[src/rtl/core/sogc_pkg.sv]
// shared types and constants for the segment overlap grid counter
package sogc_pkg;

	// coordinate and total widths
	localparam int COORD_W = 10;
	localparam int TOTAL_W = 21;
	localparam logic [TOTAL_W-1:0] TOTAL_MAX = '1;

	// default grid side, in cells
	localparam int GRID_SIDE_DEF = 1024;

	// coverage cell
	localparam int CELL_W = 2;
	localparam logic [CELL_W-1:0] CELL_EMPTY = 2'd0;
	localparam logic [CELL_W-1:0] CELL_ONCE  = 2'd1;
	localparam logic [CELL_W-1:0] CELL_MULTI = 2'd2;

	// queue depths
	localparam int CMD_DEPTH = 2;
	localparam int OUT_DEPTH = 4;
	localparam int OUT_CNT_W = $clog2(OUT_DEPTH + 1);

	// step direction codes for one coordinate
	localparam logic [1:0] DIR_HOLD = 2'd0;
	localparam logic [1:0] DIR_INC  = 2'd1;
	localparam logic [1:0] DIR_DEC  = 2'd2;

	// classified segment handed from front to back
	typedef struct packed {
		logic [COORD_W-1:0] x;
		logic [COORD_W-1:0] y;
		logic [1:0]         dir_x;
		logic [1:0]         dir_y;
		logic [COORD_W-1:0] len;
		logic               rejected;
	} cmd_t;

	// one result beat
	typedef struct packed {
		logic [TOTAL_W-1:0] overlap_total;
		logic               rejected;
	} res_t;

endpackage

[src/rtl/core/sogc_fifo.sv]
// small register based first-in first-out queue
module sogc_fifo #(
	parameter int WIDTH = 8,
	parameter int DEPTH = 2,
	parameter int CNT_W = $clog2(DEPTH + 1)
) (
	input  logic             clk,
	input  logic             arst_n,
	input  logic             push,
	input  logic [WIDTH-1:0] wdata,
	input  logic             pop,
	output logic [WIDTH-1:0] rdata,
	output logic             empty,
	output logic             full,
	output logic [CNT_W-1:0] count
);

	localparam int PTR_W = (DEPTH > 1) ? $clog2(DEPTH) : 1;
	localparam logic [PTR_W-1:0] PTR_LAST = PTR_W'(DEPTH - 1);

	logic [WIDTH-1:0] slot_q [DEPTH];
	logic [PTR_W-1:0] wr_ptr_q;
	logic [PTR_W-1:0] rd_ptr_q;
	logic [CNT_W-1:0] count_q;
	logic             do_push;
	logic             do_pop;

	// status
	assign empty   = (count_q == '0);
	assign full    = (count_q == CNT_W'(DEPTH));
	assign count   = count_q;
	assign rdata   = slot_q[rd_ptr_q];
	assign do_push = push && !full;
	assign do_pop  = pop && !empty;

	// storage
	always_ff @(posedge clk) begin
		if (do_push) begin
			slot_q[wr_ptr_q] <= wdata;
		end
	end

	// pointers and fill count
	always_ff @(posedge clk or negedge arst_n) begin
		if (!arst_n) begin
			wr_ptr_q <= '0;
			rd_ptr_q <= '0;
			count_q  <= '0;
		end else begin
			if (do_push) begin
				wr_ptr_q <= (wr_ptr_q == PTR_LAST) ? '0 : wr_ptr_q + 1'b1;
			end
			if (do_pop) begin
				rd_ptr_q <= (rd_ptr_q == PTR_LAST) ? '0 : rd_ptr_q + 1'b1;
			end
			if (do_push && !do_pop) begin
				count_q <= count_q + 1'b1;
			end else if (do_pop && !do_push) begin
				count_q <= count_q - 1'b1;
			end
		end
	end

endmodule

[src/rtl/core/sogc_front.sv]
// front end: accepts segments, classifies slope and queues commands
module sogc_front
	import sogc_pkg::*;
(
	input  logic               clk,
	input  logic               arst_n,
	input  logic               push,
	output logic               full,
	input  logic [COORD_W-1:0] start_x,
	input  logic [COORD_W-1:0] start_y,
	input  logic [COORD_W-1:0] end_x,
	input  logic [COORD_W-1:0] end_y,
	input  logic               clearing,
	output cmd_t               cmd,
	output logic               cmd_valid,
	input  logic               cmd_pop
);

	localparam int CMD_W = $bits(cmd_t);

	logic [COORD_W-1:0] dx;
	logic [COORD_W-1:0] dy;
	cmd_t               cls;
	logic               q_full;
	logic               q_empty;
	logic [CMD_W-1:0]   q_rdata;
	logic [$clog2(CMD_DEPTH + 1)-1:0] q_count;

	// slope classification
	always_comb begin
		dx = (end_x > start_x) ? end_x - start_x : start_x - end_x;
		dy = (end_y > start_y) ? end_y - start_y : start_y - end_y;
		cls.x        = start_x;
		cls.y        = start_y;
		cls.dir_x    = (end_x > start_x) ? DIR_INC : ((end_x < start_x) ? DIR_DEC : DIR_HOLD);
		cls.dir_y    = (end_y > start_y) ? DIR_INC : ((end_y < start_y) ? DIR_DEC : DIR_HOLD);
		cls.len      = (dx > dy) ? dx : dy;
		cls.rejected = !((dx == '0) || (dy == '0) || (dx == dy));
	end

	// no beat taken while the grid is being cleared
	assign full = q_full || clearing;

	// command queue toward the back end
	sogc_fifo #(
		.WIDTH (CMD_W),
		.DEPTH (CMD_DEPTH)
	) u_cmd_q (
		.clk    (clk),
		.arst_n (arst_n),
		.push   (push && !full),
		.wdata  (cls),
		.pop    (cmd_pop),
		.rdata  (q_rdata),
		.empty  (q_empty),
		.full   (q_full),
		.count  (q_count)
	);

	assign cmd       = cmd_t'(q_rdata);
	assign cmd_valid = !q_empty && (q_count != '0);

endmodule

[config.mk]
export PLATFORM = sky130hd
export DESIGN_NAME = sogc_front
export DESIGN_NICKNAME = d
export VERILOG_FILES = /design/src/rtl/core/sogc_pkg.sv /design/src/rtl/core/sogc_fifo.sv /design/src/rtl/core/sogc_front.sv
export SDC_FILE = /design/constraint.sdc
export NUM_CORES = 1
export LEC_CHECK = 0
export BUFFER_PORTS_ARGS = -buffer_cell sky130_fd_sc_hd__buf_2
export CELL_PAD_IN_SITES_DETAIL_PLACEMENT = 1
export CELL_PAD_IN_SITES_GLOBAL_PLACEMENT = 1
export CORE_MARGIN = 5
export CORE_UTILIZATION = 40
export CTS_CLUSTER_SIZE = 24
export DETAILED_ROUTE_END_ITERATION = 12
export PLACE_DENSITY_LB_ADDON = 0.1
export RECOVER_POWER = 50
export SKIP_LAST_GASP = 1
export SYNTH_ARGS = -nofsm -noshare
export SYNTH_HDL_FRONTEND = slang
export SYNTH_SLANG_ARGS = --single-unit
[constraint.sdc]
create_clock -name clk -period 8.2 [get_ports clk]
set_input_delay 1.64 -clock clk [delete_from_list [all_inputs] [get_ports clk]]
set_output_delay 1.64 -clock clk [all_outputs]
set_load 0.02 [all_outputs]
== Yosys cells after proc, flatten, opt, wreduce, memory -nomap -nowiden ==
Memories as Yosys holds them, arrays and structs flattened.
Cells that the tools add are included.

* Bits in latches: 0
* Memories: 1
* Bits of input ports: 45
* ROM bits: 0
* Logic and storage cells: 52
* Flip-flop bits (word level): 4
* Output and inout port bits: 37
* Bits in writable memories: 70

{| class="wikitable"
|+ Memories
! memory !! words !! width !! read ports !! clocked after memory_dff !! wr ports !! RTL line !! source
|-
| u_cmd_q.slot_q || 2 || 35 || 1 || 0 || 1 || sogc_fifo.sv:21 || <nowiki>logic [WIDTH-1:0] slot_q [DEPTH];</nowiki>
|}

* Multiply operators: 0
* Reduce and logical (&&, ||, !) cells: 20
* Order comparisons: 5
* Shifts and indexed selects: 0
* Mux-type cells: 13
* Bitwise logic cells: 0
* Equality and inequality tests: 2
* Add/sub/neg operators: 8
* Div/mod/pow operators: 0

{| class="wikitable"
|+ Operators with widths
! operator !! number
|-
| 10-bit subtractor || 4
|-
| 10-bit > comparator || 3
|-
| 10-bit two-way mux || 3
|-
| 10-bit logical NOT || 2
|-
| 10-bit < comparator || 2
|-
| 2-bit two-way mux || 6
|-
| 10-bit == test || 1
|-
| 1-bit logical AND || 6
|-
| 1-bit logical NOT || 6
|-
| 1-bit two-way mux || 4
|-
| 2-bit nonzero test || 2
|-
| 1-bit logical OR || 3
|-
| 1-bit adder, second input constant || 2
|-
| 2-bit by 1-bit adder with 2-bit output, second input constant || 1
|-
| 2-bit == test, second input constant || 1
|-
| 2-bit logical NOT || 1
|-
| 2-bit by 1-bit subtractor with 2-bit output, second input constant || 1
|}

== Depth between registers and ports, before layout ==
* Depth in word-level cells: 9
* Depth in mapped cells: 21
* Gate-level depth less buffers: 19

== By module ==
From an unflattened synthesis, not the netlist that was laid out.

* Cells, all modules: 444
* Area total of the unflattened synthesis: 5262.5 sq um

{| class="wikitable"
|+ By module, submodules not included
! module !! area each (sq um) !! seq. area each (sq um) !! cells an instance !! times used
|-
| sogc_fifo || 2872.8 || 2202.1 || 128 || 1
|-
| sogc_front || 2389.8 || 0.0 || 316 || 1
|}

== Least setup slack after synthesis ==
Ideal clock, no wire load.

* Path kind: input to register
* Start: input end_x[0]
* End: memory u_cmd_q.slot_q[0][10] in the netlist's numbering, data pin
* Data required time: 7.929 ns
* Arrival time: 5.072 ns
* Path buffers: 2
* Stages: 20
* Slack: 2.856 ns
* Setup time: 0.271 ns
* Cells stage by stage: inv_1 -> ha_1 -> inv_1 -> fa_1 -> a21o_1 -> a221o_1 -> a221oi_2 -> a31oi_4 -> buf_6 -> mux2i_1 -> xnor2_1 -> inv_1 -> ha_1 -> a21oi_1 -> nor2b_1 -> o21ai_0 -> o211ai_1 -> nand2_1 -> clkbuf_1 -> a21oi_1

{| class="wikitable"
|+ RTL lines
! what !! RTL line !! source
|-
| from (decl) || sogc_front.sv:11 || <nowiki>input logic [COORD_W-1:0] end_x,</nowiki>
|-
| to (decl) || sogc_fifo.sv:21 ||
|}

==> summary.txt <==
largest net degree at the start of global routing = 37
initial DRC count = 117
# resized after CTS = 0
total gr overflow = 0
post-route insts no fill = 644
syn_nets = 509
main combinational cell family by area after synthesis = adder cells
Die X = 120 um
routability cong. = 0.835
WL met2 = 5300 um
Netlist Area Pre-Place = 4810 sq um
endpoints failing setup = 0
Seq pwr share = 32.8%
Synth Area in Simple Gates = 7.83%
unrepaired setup endpoints after global routing = false
WL met3 = 432 um
total power = 1.60 mW
TritonCTS clock tree = done
clock sink count = 74
Critical path origin = start_y[7]
via count = 3357
number of remaining DRC errors = 0
clock power share = 27.0%
Compound-Gate Fraction of Synth Area = 11.0%
# IOs = 82
Final Hold Fails = 0
Sw Ratio = 35.6%
fillers = 1341
Tot GR Track Use = 16.2%
Syn-to-layout area delta = 17.2%
Peak supply drop = 0.119 mV
Metal-1 WL = 5500 um
highest metal used = met4
power density over the cells = 284 nW/um^2
adder-cell share of the synthesized area = 14.4%
max-slew violation count = 72
Internal = 1.03 mW
clk slew on worst S/H paths = 60 ps
Avg Inst Size Synth = 11.7 sq um
vias in the first global route = 3572
fmax = 0.175 GHz
Post-synth EDFFs = 70
Worst-Skew Late Latency = 330 ps
worst-margin pin slew = 3380 ps
LEAKAGE = 2.45 nW
worst-path fanout max = 15
min-delay src = u_cmd_q.wr_ptr_q$_DFFE_PN0P_
Vias/cell = 5.21
Clock Path Buffers = 2
Synth Register Bits = 74
fraction of layout cells with a size suffix above 1 = 24.3%
post-cts hold buffer count = 0
Tcrit/Tclk final = 69.7%
nets = 590
status = finished, violations left
Die H = 120 um
Worst R2R Start = u_cmd_q.count[0]$_DFFE_PN0P_
Worst EP arrival = 5870 ps
Gate power share = 40.2%
Yosys warnings = 0
initial antenna violation count = 0
first-pass GRT wire length = 18300 um
ant diodes = 0
Worst Path Class, Setup = in2reg
post-CTS setup buffer count = 0
number of buffers created by CTS = 9
starting density of the core = 40.4%
worst rel slew slack = -126%
htree depth = 3
final HPWL from detailed placement = 8280 um
Main synth FF type = edfxtp_1
critical path launch point type = primary input
Finished Cell Area = 5640 sq um
CP required = 8360 ps
first drt pass iteration count = 4
register area share after synthesis = 45.8%
Sw Pwr = 571 uW
# Max-Cap Violations = 2
TNS Setup = 0 ps
mux contribution to synthesized area = 11.5%
Cell variety after synth = 48
final WL = 11300 um
Placeable Area = 11900 sq um
Std-Cell Rows = 40
# placed instances = 628
minimum clock period = 5710 ps
CTS root buf = clkbuf_16
# port buffers = 81
CP endpoint kind = flip-flop
asr flop ratio synth = 5.41%
XOR/XNOR Fraction of Synth Area = 4.19%
Setup Skew = 8.50 ps
failing checks = capacitance limit, slew limit
synthesized instance count = 411
Hold WC Path Type = reg2reg
Post-DRT Antenna Nets = 0
DIE AREA = 14300 sq um
area post-placement = 5350 sq um
Routed WL per cell = 17.6 um
layout by cell type, fill, tap and decap left out, drive strengths merged, types with 3 or more instances in the layout:
| master | count |
|---|---|
| buf | 60 |
| xnor2 | 15 |
| a221oi | 4 |
| xor2 | 8 |
| clkbuf | 32 |
| nor2 | 23 |
| inv | 49 |
| mux2i | 15 |
| and3 | 5 |
| a31oi | 4 |
| dfrtp | 4 |
| a21oi | 25 |
| clkinv | 3 |
| nand4 | 4 |
| ha | 49 |
| or2 | 3 |
| edfxtp | 70 |
| a221o | 3 |
| nand3 | 6 |
| mux2 | 36 |
| o21ai | 13 |
| nand2 | 9 |
| and4 | 4 |
| fa | 4 |
| a21o | 15 |
| nand3b | 3 |
| nor3 | 4 |
| nor2b | 4 |
cells by family after synthesis:
family | Yosys count
and+or+nand+nor | 71
adders and majority gates | 53
muxes | 51
AOI/OAI and AO/OA | 78
buffers and inverters | 61
DFF | 74
xor gates and xnor gates | 23
cell type report:
type	instances	area, sq um	area share (%)
multi-input combinational	276	2360	41.8
sequential	74	2200	39.0
timing repair buffer	82	385	6.83
clock buffer	10	239	4.24
inverter	49	184	3.26
tap	147	184	3.26
clock inverter	6	90.1	1.60
power by group through the flow:
stage | clock network (mW) | logic, mW | registers, mW
3_5_place_dp | 0 | 0.649 | 0.532
4_1_cts | 0.443 | 0.655 | 0.525
3_3_place_gp | 0 | 0.633 | 0.528
5_1_grt | 0.460 | 0.703 | 0.530
2_1_floorplan | 0 | 0.466 | 0.525
6_report | 0.433 | 0.644 | 0.525
registers in the layout, summed over array words and instances, names as in the netlist:
signal            count
u_cmd_q.rd_ptr_q      1
u_cmd_q.count         2
u_cmd_q.slot_q       70
u_cmd_q.wr_ptr_q      1
worst paths after layout:
path / end / slack (ps) / cells after the start
worst max-delay path: u_cmd_q.slot_q[1][1]$_DFFE_PP_ / 2490 / 18
worst min-delay path: u_cmd_q.wr_ptr_q$_DFFE_PN0P_ / 510 / 1
worst max register to register: u_cmd_q.slot_q[0][19]$_DFFE_PP_ / 4420 / 4
worst min register to register: u_cmd_q.wr_ptr_q$_DFFE_PN0P_ / 510 / 1
max in group asynchronous: u_cmd_q.count[0]$_DFFE_PN0P_ / 6870 / 1
min in group asynchronous: u_cmd_q.rd_ptr_q$_DFFE_PN0P_ / 1130 / 1
Yosys cell counts, types with 2 or more instances:
library cell	instances	area, sq um
o211ai_1	2	15.0
o21a_1	2	15.0
edfxtp_1	70	2100
buf_6	3	33.8
o21ai_0	13	65.1
a221o_1	3	30.0
mux2i_1	15	150
a311oi_1	2	17.5
nand3_1	6	30.0
a31oi_1	3	18.8
and2_1	2	12.5
a21oi_1	25	125
mux2_2	36	405
nand3b_1	3	22.5
a221oi_1	3	26.3
inv_1	49	184
or2_2	3	18.8
dfrtp_1	4	100
nor2b_1	4	25.0
and4_2	2	20.0
ha_1	49	613
xor2_1	8	70.1
a21o_1	14	105
nor2_1	23	86.3
xnor2_1	15	131
fa_1	4	80.1
and3_1	4	25.0
nand2_1	9	33.8
and4_1	2	17.5
nand4_1	4	25.0
nand2b_1	2	12.5
clkbuf_1	7	26.3
o41ai_1	2	17.5
nor3_1	4	20.0
per-layer routing:
metal	global-route usage [%]	up-vias
li1	-	1647
met1	22.2	1632
met2	25.7	69
met3	3.16	9
met4	5.23	0
met5	0	-
critical path, stage by stage:
cell and delay (ps):
clkbuf_1 170, inv_1 70, ha_1 390, a211oi_1 400, o21bai_1 170, nor3_1 240
or2_2 330, inv_1 190, nand3_1 120, nand3_1 100, xnor2_1 390, ha_1 340
a21oi_1 180, nor2b_1 60, o21ai_0 190, o211ai_1 150, nand2_1 430, mux2i_1 310
stage by stage:
step / hold WS [ps] / setup WS [ps] / util (%)
floorplan: 456 / 2860 / -
global placement: 478 / 2500 / 44.9
detailed placement: 525 / 2250 / 44.9
CTS: 537 / 2570 / 47.7
global route: 514 / 2120 / 47.4
finish: 506 / 2490 / 47.4
Note: power is estimated with default switching activity, not from simulation.
