<file path="src/rtl/core/sogc_fifo.sv">
// small register based first-in first-out queue
module sogc_fifo #(
	parameter int WIDTH = 8,
	parameter int DEPTH = 2,
	parameter int CNT_W = $clog2(DEPTH + 1)
) (
	input  logic             clk,
	input  logic             arst_n,
	input  logic             push,
	input  logic [WIDTH-1:0] wdata,
	input  logic             pop,
	output logic [WIDTH-1:0] rdata,
	output logic             empty,
	output logic             full,
	output logic [CNT_W-1:0] count
);

	localparam int PTR_W = (DEPTH > 1) ? $clog2(DEPTH) : 1;
	localparam logic [PTR_W-1:0] PTR_LAST = PTR_W'(DEPTH - 1);

	logic [WIDTH-1:0] slot_q [DEPTH];
	logic [PTR_W-1:0] wr_ptr_q;
	logic [PTR_W-1:0] rd_ptr_q;
	logic [CNT_W-1:0] count_q;
	logic             do_push;
	logic             do_pop;

	// status
	assign empty   = (count_q == '0);
	assign full    = (count_q == CNT_W'(DEPTH));
	assign count   = count_q;
	assign rdata   = slot_q[rd_ptr_q];
	assign do_push = push && !full;
	assign do_pop  = pop && !empty;

	// storage
	always_ff @(posedge clk) begin
		if (do_push) begin
			slot_q[wr_ptr_q] <= wdata;
		end
	end

	// pointers and fill count
	always_ff @(posedge clk or negedge arst_n) begin
		if (!arst_n) begin
			wr_ptr_q <= '0;
			rd_ptr_q <= '0;
			count_q  <= '0;
		end else begin
			if (do_push) begin
				wr_ptr_q <= (wr_ptr_q == PTR_LAST) ? '0 : wr_ptr_q + 1'b1;
			end
			if (do_pop) begin
				rd_ptr_q <= (rd_ptr_q == PTR_LAST) ? '0 : rd_ptr_q + 1'b1;
			end
			if (do_push && !do_pop) begin
				count_q <= count_q + 1'b1;
			end else if (do_pop && !do_push) begin
				count_q <= count_q - 1'b1;
			end
		end
	end

endmodule

</file>
<file path="config.mk">
export PLATFORM = sky130hd
export DESIGN_NAME = sogc_fifo
export DESIGN_NICKNAME = d
export VERILOG_FILES = /design/src/rtl/core/sogc_fifo.sv
export SDC_FILE = /design/constraint.sdc
export NUM_CORES = 1
export LEC_CHECK = 0
export ABC_AREA = 1
export BUFFER_PORTS_ARGS = -buffer_cell sky130_fd_sc_hd__clkbuf_2
export CAP_MARGIN = 40
export CORE_MARGIN = 2
export CORE_UTILIZATION = 45
export CTS_CLUSTER_SIZE = 40
export DETAILED_ROUTE_END_ITERATION = 10
export HOLD_SLACK_MARGIN = 0.06
export PLACE_DENSITY = 0.69
export SYNTH_ARGS = -nofsm -noshare
export SYNTH_HDL_FRONTEND = slang
export SYNTH_SLANG_ARGS = --single-unit
</file>
<file path="constraint.sdc">
create_clock -name clk -period 3.52 [get_ports clk]
set_clock_uncertainty 0.05 [all_clocks]
set_input_delay 0.528 -clock clk [delete_from_list [all_inputs] [get_ports clk]]
set_output_delay 0.528 -clock clk [all_outputs]
set_load 0.01 [all_outputs]
</file>
== Word-level counts from Yosys, hierarchy flattened ==
Memories as Yosys holds them, arrays and structs flattened.
Index checks and enable logic that the tools add are counted.

* Memories kept: 1
* Input port bits: 12
* Word-level logic and storage cells: 25
* Flip-flop bits (word level): 4
* Output and inout port bits: 12
* RAM bits: 16

{| class="wikitable"
|+ Memory list
! name !! words !! width !! read ports !! clocked after Yosys merged registers in !! write ports !! RTL line !! text
|-
| slot_q || 2 || 8 || 1 || 0 || 1 || 21 || <nowiki>logic [WIDTH-1:0] slot_q [DEPTH];</nowiki>
|}

* Reductions and logical operators: 10
* Muxes and demuxes: 6
* $add $sub $neg: 4
* Equal/unequal tests: 1

{| class="wikitable"
|+ Operators with widths
! operator !! count
|-
| $logic_and A1 B1 Y1 || 4
|-
| $logic_not A1 Y1 || 4
|-
| $mux W1 || 4
|-
| $mux W2 || 2
|-
| $add A1 B1 Y1 const B || 2
|-
| $add A2 B1 Y2 const B || 1
|-
| $eq A2 B2 Y1 const B || 1
|-
| $logic_not A2 Y1 || 1
|-
| $reduce_bool A2 Y1 || 1
|-
| $sub A2 B1 Y2 const B || 1
|}

== Longest topological paths before layout ==
Gate-level depths: netlist (run 1).

* Depth in word-level cells: 7
* Gate-level depth with buffers: 9
* Gate-level depth less buffers: 9

== Least setup slack after synthesis (run 1) ==
Ideal clock, no wire load.

* Path kind: flip-flop to flip-flop
* Start point: register count_q[0] (netlist: count[0])
* End point: register count_q[1] (netlist: count[1])
* Path slack: 2,045 ps
* Library setup time: 117 ps
* Stages on the path, launching flop included: 8
* Required time: 3,353 ps
* Period minus slack after synthesis: 1,475 ps
* Buffers on the path: 0
* Arrival: 1,308 ps
* Cells stage by stage: dfrtp_1 nor2_2 nor2_4 ha_1 inv_1 nand3_1 nand2_1 nand2_1

* Longest elaborated chain between the ends: 6
* Elaborated cells between the ends (all ways): 15
* Classes of those cells: add/sub (2); eq/ne (1); mux (2); reduce/logical (10)

{| class="wikitable"
|+ RTL lines
! what !! RTL line !! text
|-
| start, declared || 24 || <nowiki>logic [CNT_W-1:0] count_q;</nowiki>
|-
| start signal, assigned || 57 || <nowiki>count_q <= count_q + 1'b1;</nowiki>
|-
| start signal, assigned || 59 || <nowiki>count_q <= count_q - 1'b1;</nowiki>
|-
| $eq A2 B2 Y1 * || 30 || <nowiki>assign full = (count_q == CNT_W'(DEPTH));</nowiki>
|-
| net full || 14 || <nowiki>output logic full,</nowiki>
|-
| $logic_not A1 Y1 * || 33 || <nowiki>assign do_push = push && !full;</nowiki>
|-
| $logic_and A1 B1 Y1 * || 33 ||
|-
| net do_push || 25 || <nowiki>logic do_push;</nowiki>
|-
| $logic_not A1 Y1 || 58 || <nowiki>end else if (do_pop && !do_push) begin</nowiki>
|-
| $logic_and A1 B1 Y1 || 58 ||
|-
| $reduce_bool A2 Y1 (no source line) || -- ||
|}

Mark *: on every way through the listed nets, which the timed path passes. The rest lies on a longest branch. The select of a mux whose other input is x is not followed.
A chain may end at the register's enable or synchronous reset.

== Worst setup path after layout (run 1) ==
* Start point: register rd_ptr_q
* End point: output port rdata[0]

* Longest elaborated chain between the ends: 1

{| class="wikitable"
|+ RTL lines
! what !! RTL line !! text
|-
| start, declared || 23 || <nowiki>logic [PTR_W-1:0] rd_ptr_q;</nowiki>
|-
| start signal, assigned || 54 || <nowiki>rd_ptr_q <= (rd_ptr_q == PTR_LAST) ? '0 : rd_ptr_q + 1'b1;</nowiki>
|-
| $mem_v2 Z2 W8 || -- ||
|-
| end, declared || 12 || <nowiki>output logic [WIDTH-1:0] rdata,</nowiki>
|}

Every way passes these cells.

==> impl_metrics.yaml, run 1 <==
sta:
  maxSlewHeadroom_pct: 57.42
  layout_min_cycle_time_ns: 1.874
  worst_pin_slew_ns: 0.6364
  hold_viol_final: 0
  drv_slew: 0
  setup_tns_ns: 0
  rsz0062_at_grt: "false"
  timing.final.crit_share_pct: 53.25
  max_freq_mhz: 533.6
  setup_violations: 0
global_route:
  grt_pass1_wl_um: 1959
  antenna_found_initial: 0
  first_global_vias: 432
  grtUsageTotal_pct: 13.30
  grt_max_degree: 13
  overflow: 0
min_path:
  hold_depth: 1
  hold_class: "in2reg"
  hp-start: "wdata[2]"
  min_to: "slot_q[1][2]"
place:
  place_hpwl_um: 969
  portBuffers: 23
  place_inst: 120
  gp_congestion: 0.7032
clock_network:
  clkSinkCount: 20
  htreeDepth: 1
  ctsResizeCount: 0
  ctsRootBufferMaster: "clkbuf_4"
  cts_hold_buf: 1
  clkSlewWorstSetupHoldPaths_ns: 0.11
  cts_tree: "yes"
  cts_buffers: 3
  postCtsSetupRepairBufs: 0
  clock_path_buffers: 2
  clock_latency_ns: 0.29
final_layout:
  antennaDiodeCount: 0
  fin_cells: 125
  area_growth_pct: 24.59
  mostFrequentLayoutCell: "nand2_1"
  fill_cells: 164
  layout_common_cells: "32 x nand2_1, 23 x clkbuf_2, 16 x edfxtp_1"
  drive_gt1_share_pct: 33.00
  fin_nets: 114
synthesis:
  synthTopCellsByArea: "edfxtp_1 58%, nand2_1 14%, dfrtp_1 12%"
  syn_area_per_cell_um2: 11.36
  yosysWarnings: 0
  syn_inst: 73
  ys_types: 16
  synth.largest_area_cell: "edfxtp_1"
  seq_area_frac_synth_pct: 69.98
  synth_top_area_share_pct: 57.92
  ys_seq_elements: 20
  syn_area_um2: 829.5
  syn_nets: 86
die:
  initial_core_util_pct: 48.04
  num_rows: 15
  io_pins: 24
  die_area_mm2: 0.002203
  core_area_mm2: 0.001727
  die_y_um: 46.94
  die_x_um: 46.94
routing:
  dr.pass1.iters: 4
  wl_per_cell_um: 10.59
  postRouteAntennaNets: 0
  drt_wl_total_um: 1324
  vias: 550
  via_per_inst: 4.400
  drc: 0
  drtIter0Drc: 9
power:
  p_leak_nw: 0.5004
  power_density_mw_per_mm2: 841.1
  total_power_uw: 869.3
  ir_worst_vdd_uv: 473.0
worst_setup_path:
  regToRegStartpoint: "count[0]"
  reg2regPathDepth: 2
  crit_path_max_fanout: 10
  r2r_slack_ns: 1.97
  arrival_ns: 1.30
  cp-startpoint: "rd_ptr_q"
  required_ns: 2.94
  cp_common_cell: "nand2_1"
  regToRegEndpoint: "slot_q[1][1]"
  crit_chain: "inv_2 > nand2_1 > nand2_1 > clkbuf_2"
  crit_type: "reg2out"
  crit_buf_inv: 2
  cp_slowest_stage_delay_ns: 0.51
  crit_family: "flip-flops"
  critPathCaptureType: "output pin"
  start_kind: "flop"
  slowest_stage: "dfrtp_1"
flow_run:
  maxCapViolCount: 0
run_status:
  outcome: "completed"
report_power, final:
group | total (mW) | leakage, nW | internal (mW) | switching [mW]
registers | 0.378 | 0.197 | 0.329 | 0.0490
logic | 0.310 | 0.276 | 0.121 | 0.189
clock network | 0.182 | 0.0279 | 0.115 | 0.0666
total | 0.869 | 0.500 | 0.565 | 0.304
Yosys cell counts:
master    instances
nand2_1          32
nor2_1            2
edfxtp_1         16
buf_2             1
nor2_2            1
nand4_1           1
nand3b_4          1
ha_1              1
nor2_4            1
dfrtp_1           4
inv_1             6
xnor2_1           1
inv_2             2
o21ai_1           2
nand3_1           1
nand2_2           1
final cells by class:
cell class / count / area (µm²) / share of cell area (%)
Clock buffer: 3 / 22.52 / 2.179
Clock inverter: 1 / 30.03 / 2.906
Inverter: 8 / 30.03 / 2.906
Multi-Input combinational cell: 44 / 214.0 / 20.70
Sequential cell: 20 / 580.6 / 56.17
Tap cell: 25 / 31.28 / 3.027
Timing Repair Buffer: 24 / 125.1 / 12.11
routing by layer:
metal	global-route usage [%]	vias up	share of wire, %
met5	0	-	0
met4	5.000	0	0
met3	3.846	0	3.9
met2	21.37	14	55
met1	17.17	248	41
li1	-	288	-
kinds of logic after synthesis:
logic type | synth area share (%)
AOI/OAI and AO/OA | 1.207
xor gates and xnor gates | 1.056
adders and majority gates | 1.508
buffers and inverters | 4.223
DFF | 69.99
and+or+nand+nor | 22.02
metrics by stage:
step | worst slack [ns] | instance area [µm²] | hold slack (ns) | util (%)
after floorplan | 2.045 | 829.5 | 0.1824 | -
after global placement | 1.878 | 970.9 | 0.2937 | 56.23
after detailed placement | 1.883 | 970.9 | 0.2972 | 56.23
after CTS | 1.621 | 1033 | 0.3534 | 59.86
after global routing | 1.551 | 1033 | 0.3536 | 59.86
final | 1.646 | 1033 | 0.3638 | 59.86
registers in the layout, summed over array words and instances (netlist names):
signal	count
rd_ptr_q	1
slot_q	16
count	2
wr_ptr_q	1
worst max-delay path by stage:
stage | cells past startpoint | endpoint | slack (ns)
global placement | 3 | slot_q[1][4] | 1.88
finish | 4 | rdata[0] | 1.65
global route | 4 | rdata[5] | 1.55
CTS | 4 | rdata[5] | 1.62
floorplan | 7 | count[1] | 2.05
detailed placement | 3 | slot_q[1][1] | 1.88
Power figures use the tool's default switching activity.
==> inputs of run 2 (changes only) <==
clock period = 1.8 ns   (was 3.52 ns; I/O delays follow)
==> impl_metrics.yaml, run 2 (synthesis gave the netlist of run 1 again) <==
worst_setup_path:
  required_ns: 1.48
  arrival_ns: 1.32
  start_kind: "flop"
  critPathCaptureType: "output pin"
  crit_path_max_fanout: 10
  cp_slowest_stage_delay_ns: 0.52
  slowest_stage: "dfrtp_1"
  cp_common_cell: "nand2_1"
  crit_chain: "inv_2 > nand2_1 > nand2_1 > clkbuf_2"
  crit_type: "reg2out"
die:
  die_y_um: 46.94
  num_rows: 15
  die_area_mm2: 0.002203
  io_pins: 24
  core_area_mm2: 0.001727
  die_x_um: 46.94
  initial_core_util_pct: 48.04
place:
  portBuffers: 23
  place_hpwl_um: 1001
  pre_cts_ws_ns: 0.3310
  gp_congestion: 0.7605
sta:
  drv_slew: 0
  timing.final.crit_share_pct: 91.24
  setup_tns_ns: 0
  layout_setup_ws_ns: 0.1577
  rsz0062_at_grt: "false"
  setup_violations: 0
  worst_pin_slew_ns: 0.3581
  hold_viol_final: 0
  max_freq_mhz: 608.9
  maxSlewHeadroom_pct: 76.13
  layout_min_cycle_time_ns: 1.642
global_route:
  grt_max_degree: 12
  first_global_vias: 537
  overflow: 0
  grt_pass1_wl_um: 2180
  antenna_found_initial: 0
  grtUsageTotal_pct: 14.98
routing:
  dr.pass1.iters: 4
  vias: 565
  drt_wl_total_um: 1363
  via_per_inst: 4.484
  drtIter0Drc: 8
  drc: 0
  wl_per_cell_um: 10.82
  postRouteAntennaNets: 0
final_layout:
  final_core_util_pct: 58.77
  drive_gt1_share_pct: 32.67
  regMostFlops: "slot_q"
  layout_common_cells: "32 x nand2_1, 23 x clkbuf_2, 16 x edfxtp_1"
  seq_area_um2: 580.6
  mostFrequentLayoutCell: "nand2_1"
  antennaDiodeCount: 0
  largest_register_ffs: 16
  area_growth_pct: 22.32
  multi_input_area_um2: 214.0
  fill_cells: 157
  fin_nets: 115
power:
  power_density_mw_per_mm2: 1543
  p_leak_nw: 0.4931
  total_power_mw: 1.566
  ir_worst_vdd_uv: 929.5
clock_network:
  clkSinkCount: 20
  clkSlewWorstSetupHoldPaths_ns: 0.10
  htreeDepth: 1
  cts_tree: "yes"
  cts_buffers: 3
  clock_latency_ns: 0.29
  clock_path_buffers: 2
  ctsRootBufferMaster: "clkbuf_4"
  postCtsSetupRepairBufs: 0
flow_run:
  maxCapViolCount: 0
run_status:
  outcome: "completed"
min_path:
  hold_class: "in2reg"
==> run 2: changes by cell type in the layout (fill, tap and decap cells not counted), sizes merged <==
cell	before	now
bufinv	1	0
clkinv	0	1
buf	0	1
==> run 2: final cells by class <==
cell class                 instances  share of cell area, %
inverter                           8                  2.959
timing repair buffer              25                  13.07
sequential                        20                  57.21
tap                               25                  3.083
clock inverter                     1                 0.3699
clock buffer                       3                  2.219
multi-input combinational         44                  21.09
==> run 2: worst paths after layout <==
kind	from	end	slack (ns)	cells after the start
worst max-delay path	rd_ptr_q	rdata[5]	0.16	4
worst min-delay path	wdata[2]	slot_q[1][2]	0.11	1
worst max register to register	count[0]	count[1]	0.32	7
worst min register to register	wr_ptr_q	wr_ptr_q	0.45	2
max in group asynchronous	arst_n	rd_ptr_q	1.31	2
min in group asynchronous	arst_n	count[0]	0.26	2
==> run 2: through the flow <==
stage,cells,hold slack (ns),instance area [µm²]
after floorplan,73,-0.07559,829.5
after global placement,121,0.03685,978.4
after detailed placement,121,0.03751,978.4
after CTS,126,0.1010,1015
after global routing,126,0.08936,1015
final,126,0.1128,1015
==> run 2: critical path, delay by kind of cell (launching register included) <==
family / cells / cell delay, ns
flip-flops: 1 / 0.52
buffers and inverters: 2 / 0.36
AND/OR/NAND/NOR: 2 / 0.15
==> run 2: per-layer routing <==
layer  global-route usage (%)  part of all wire [%]  wire (µm)
met5                        0                     0          0
met2                    26.85                    52        703
met3                    5.385                   5.8         79
met4                    8.333                  0.88         12
met1                    14.86                    42        567
==> run 2: where the power goes <==
group / switching (mW) / leakage (nW) / internal, mW
logic: 0.377 / 0.281 / 0.246
registers: 0.0991 / 0.197 / 0.642
clock network: 0.122 / 0.0154 / 0.0806
total: 0.598 / 0.493 / 0.968
==> run 2: timing repair <==
action,CTS,global route
hold buffers,1,0
resized for setup,0,0
hold endpoints to repair,4,0
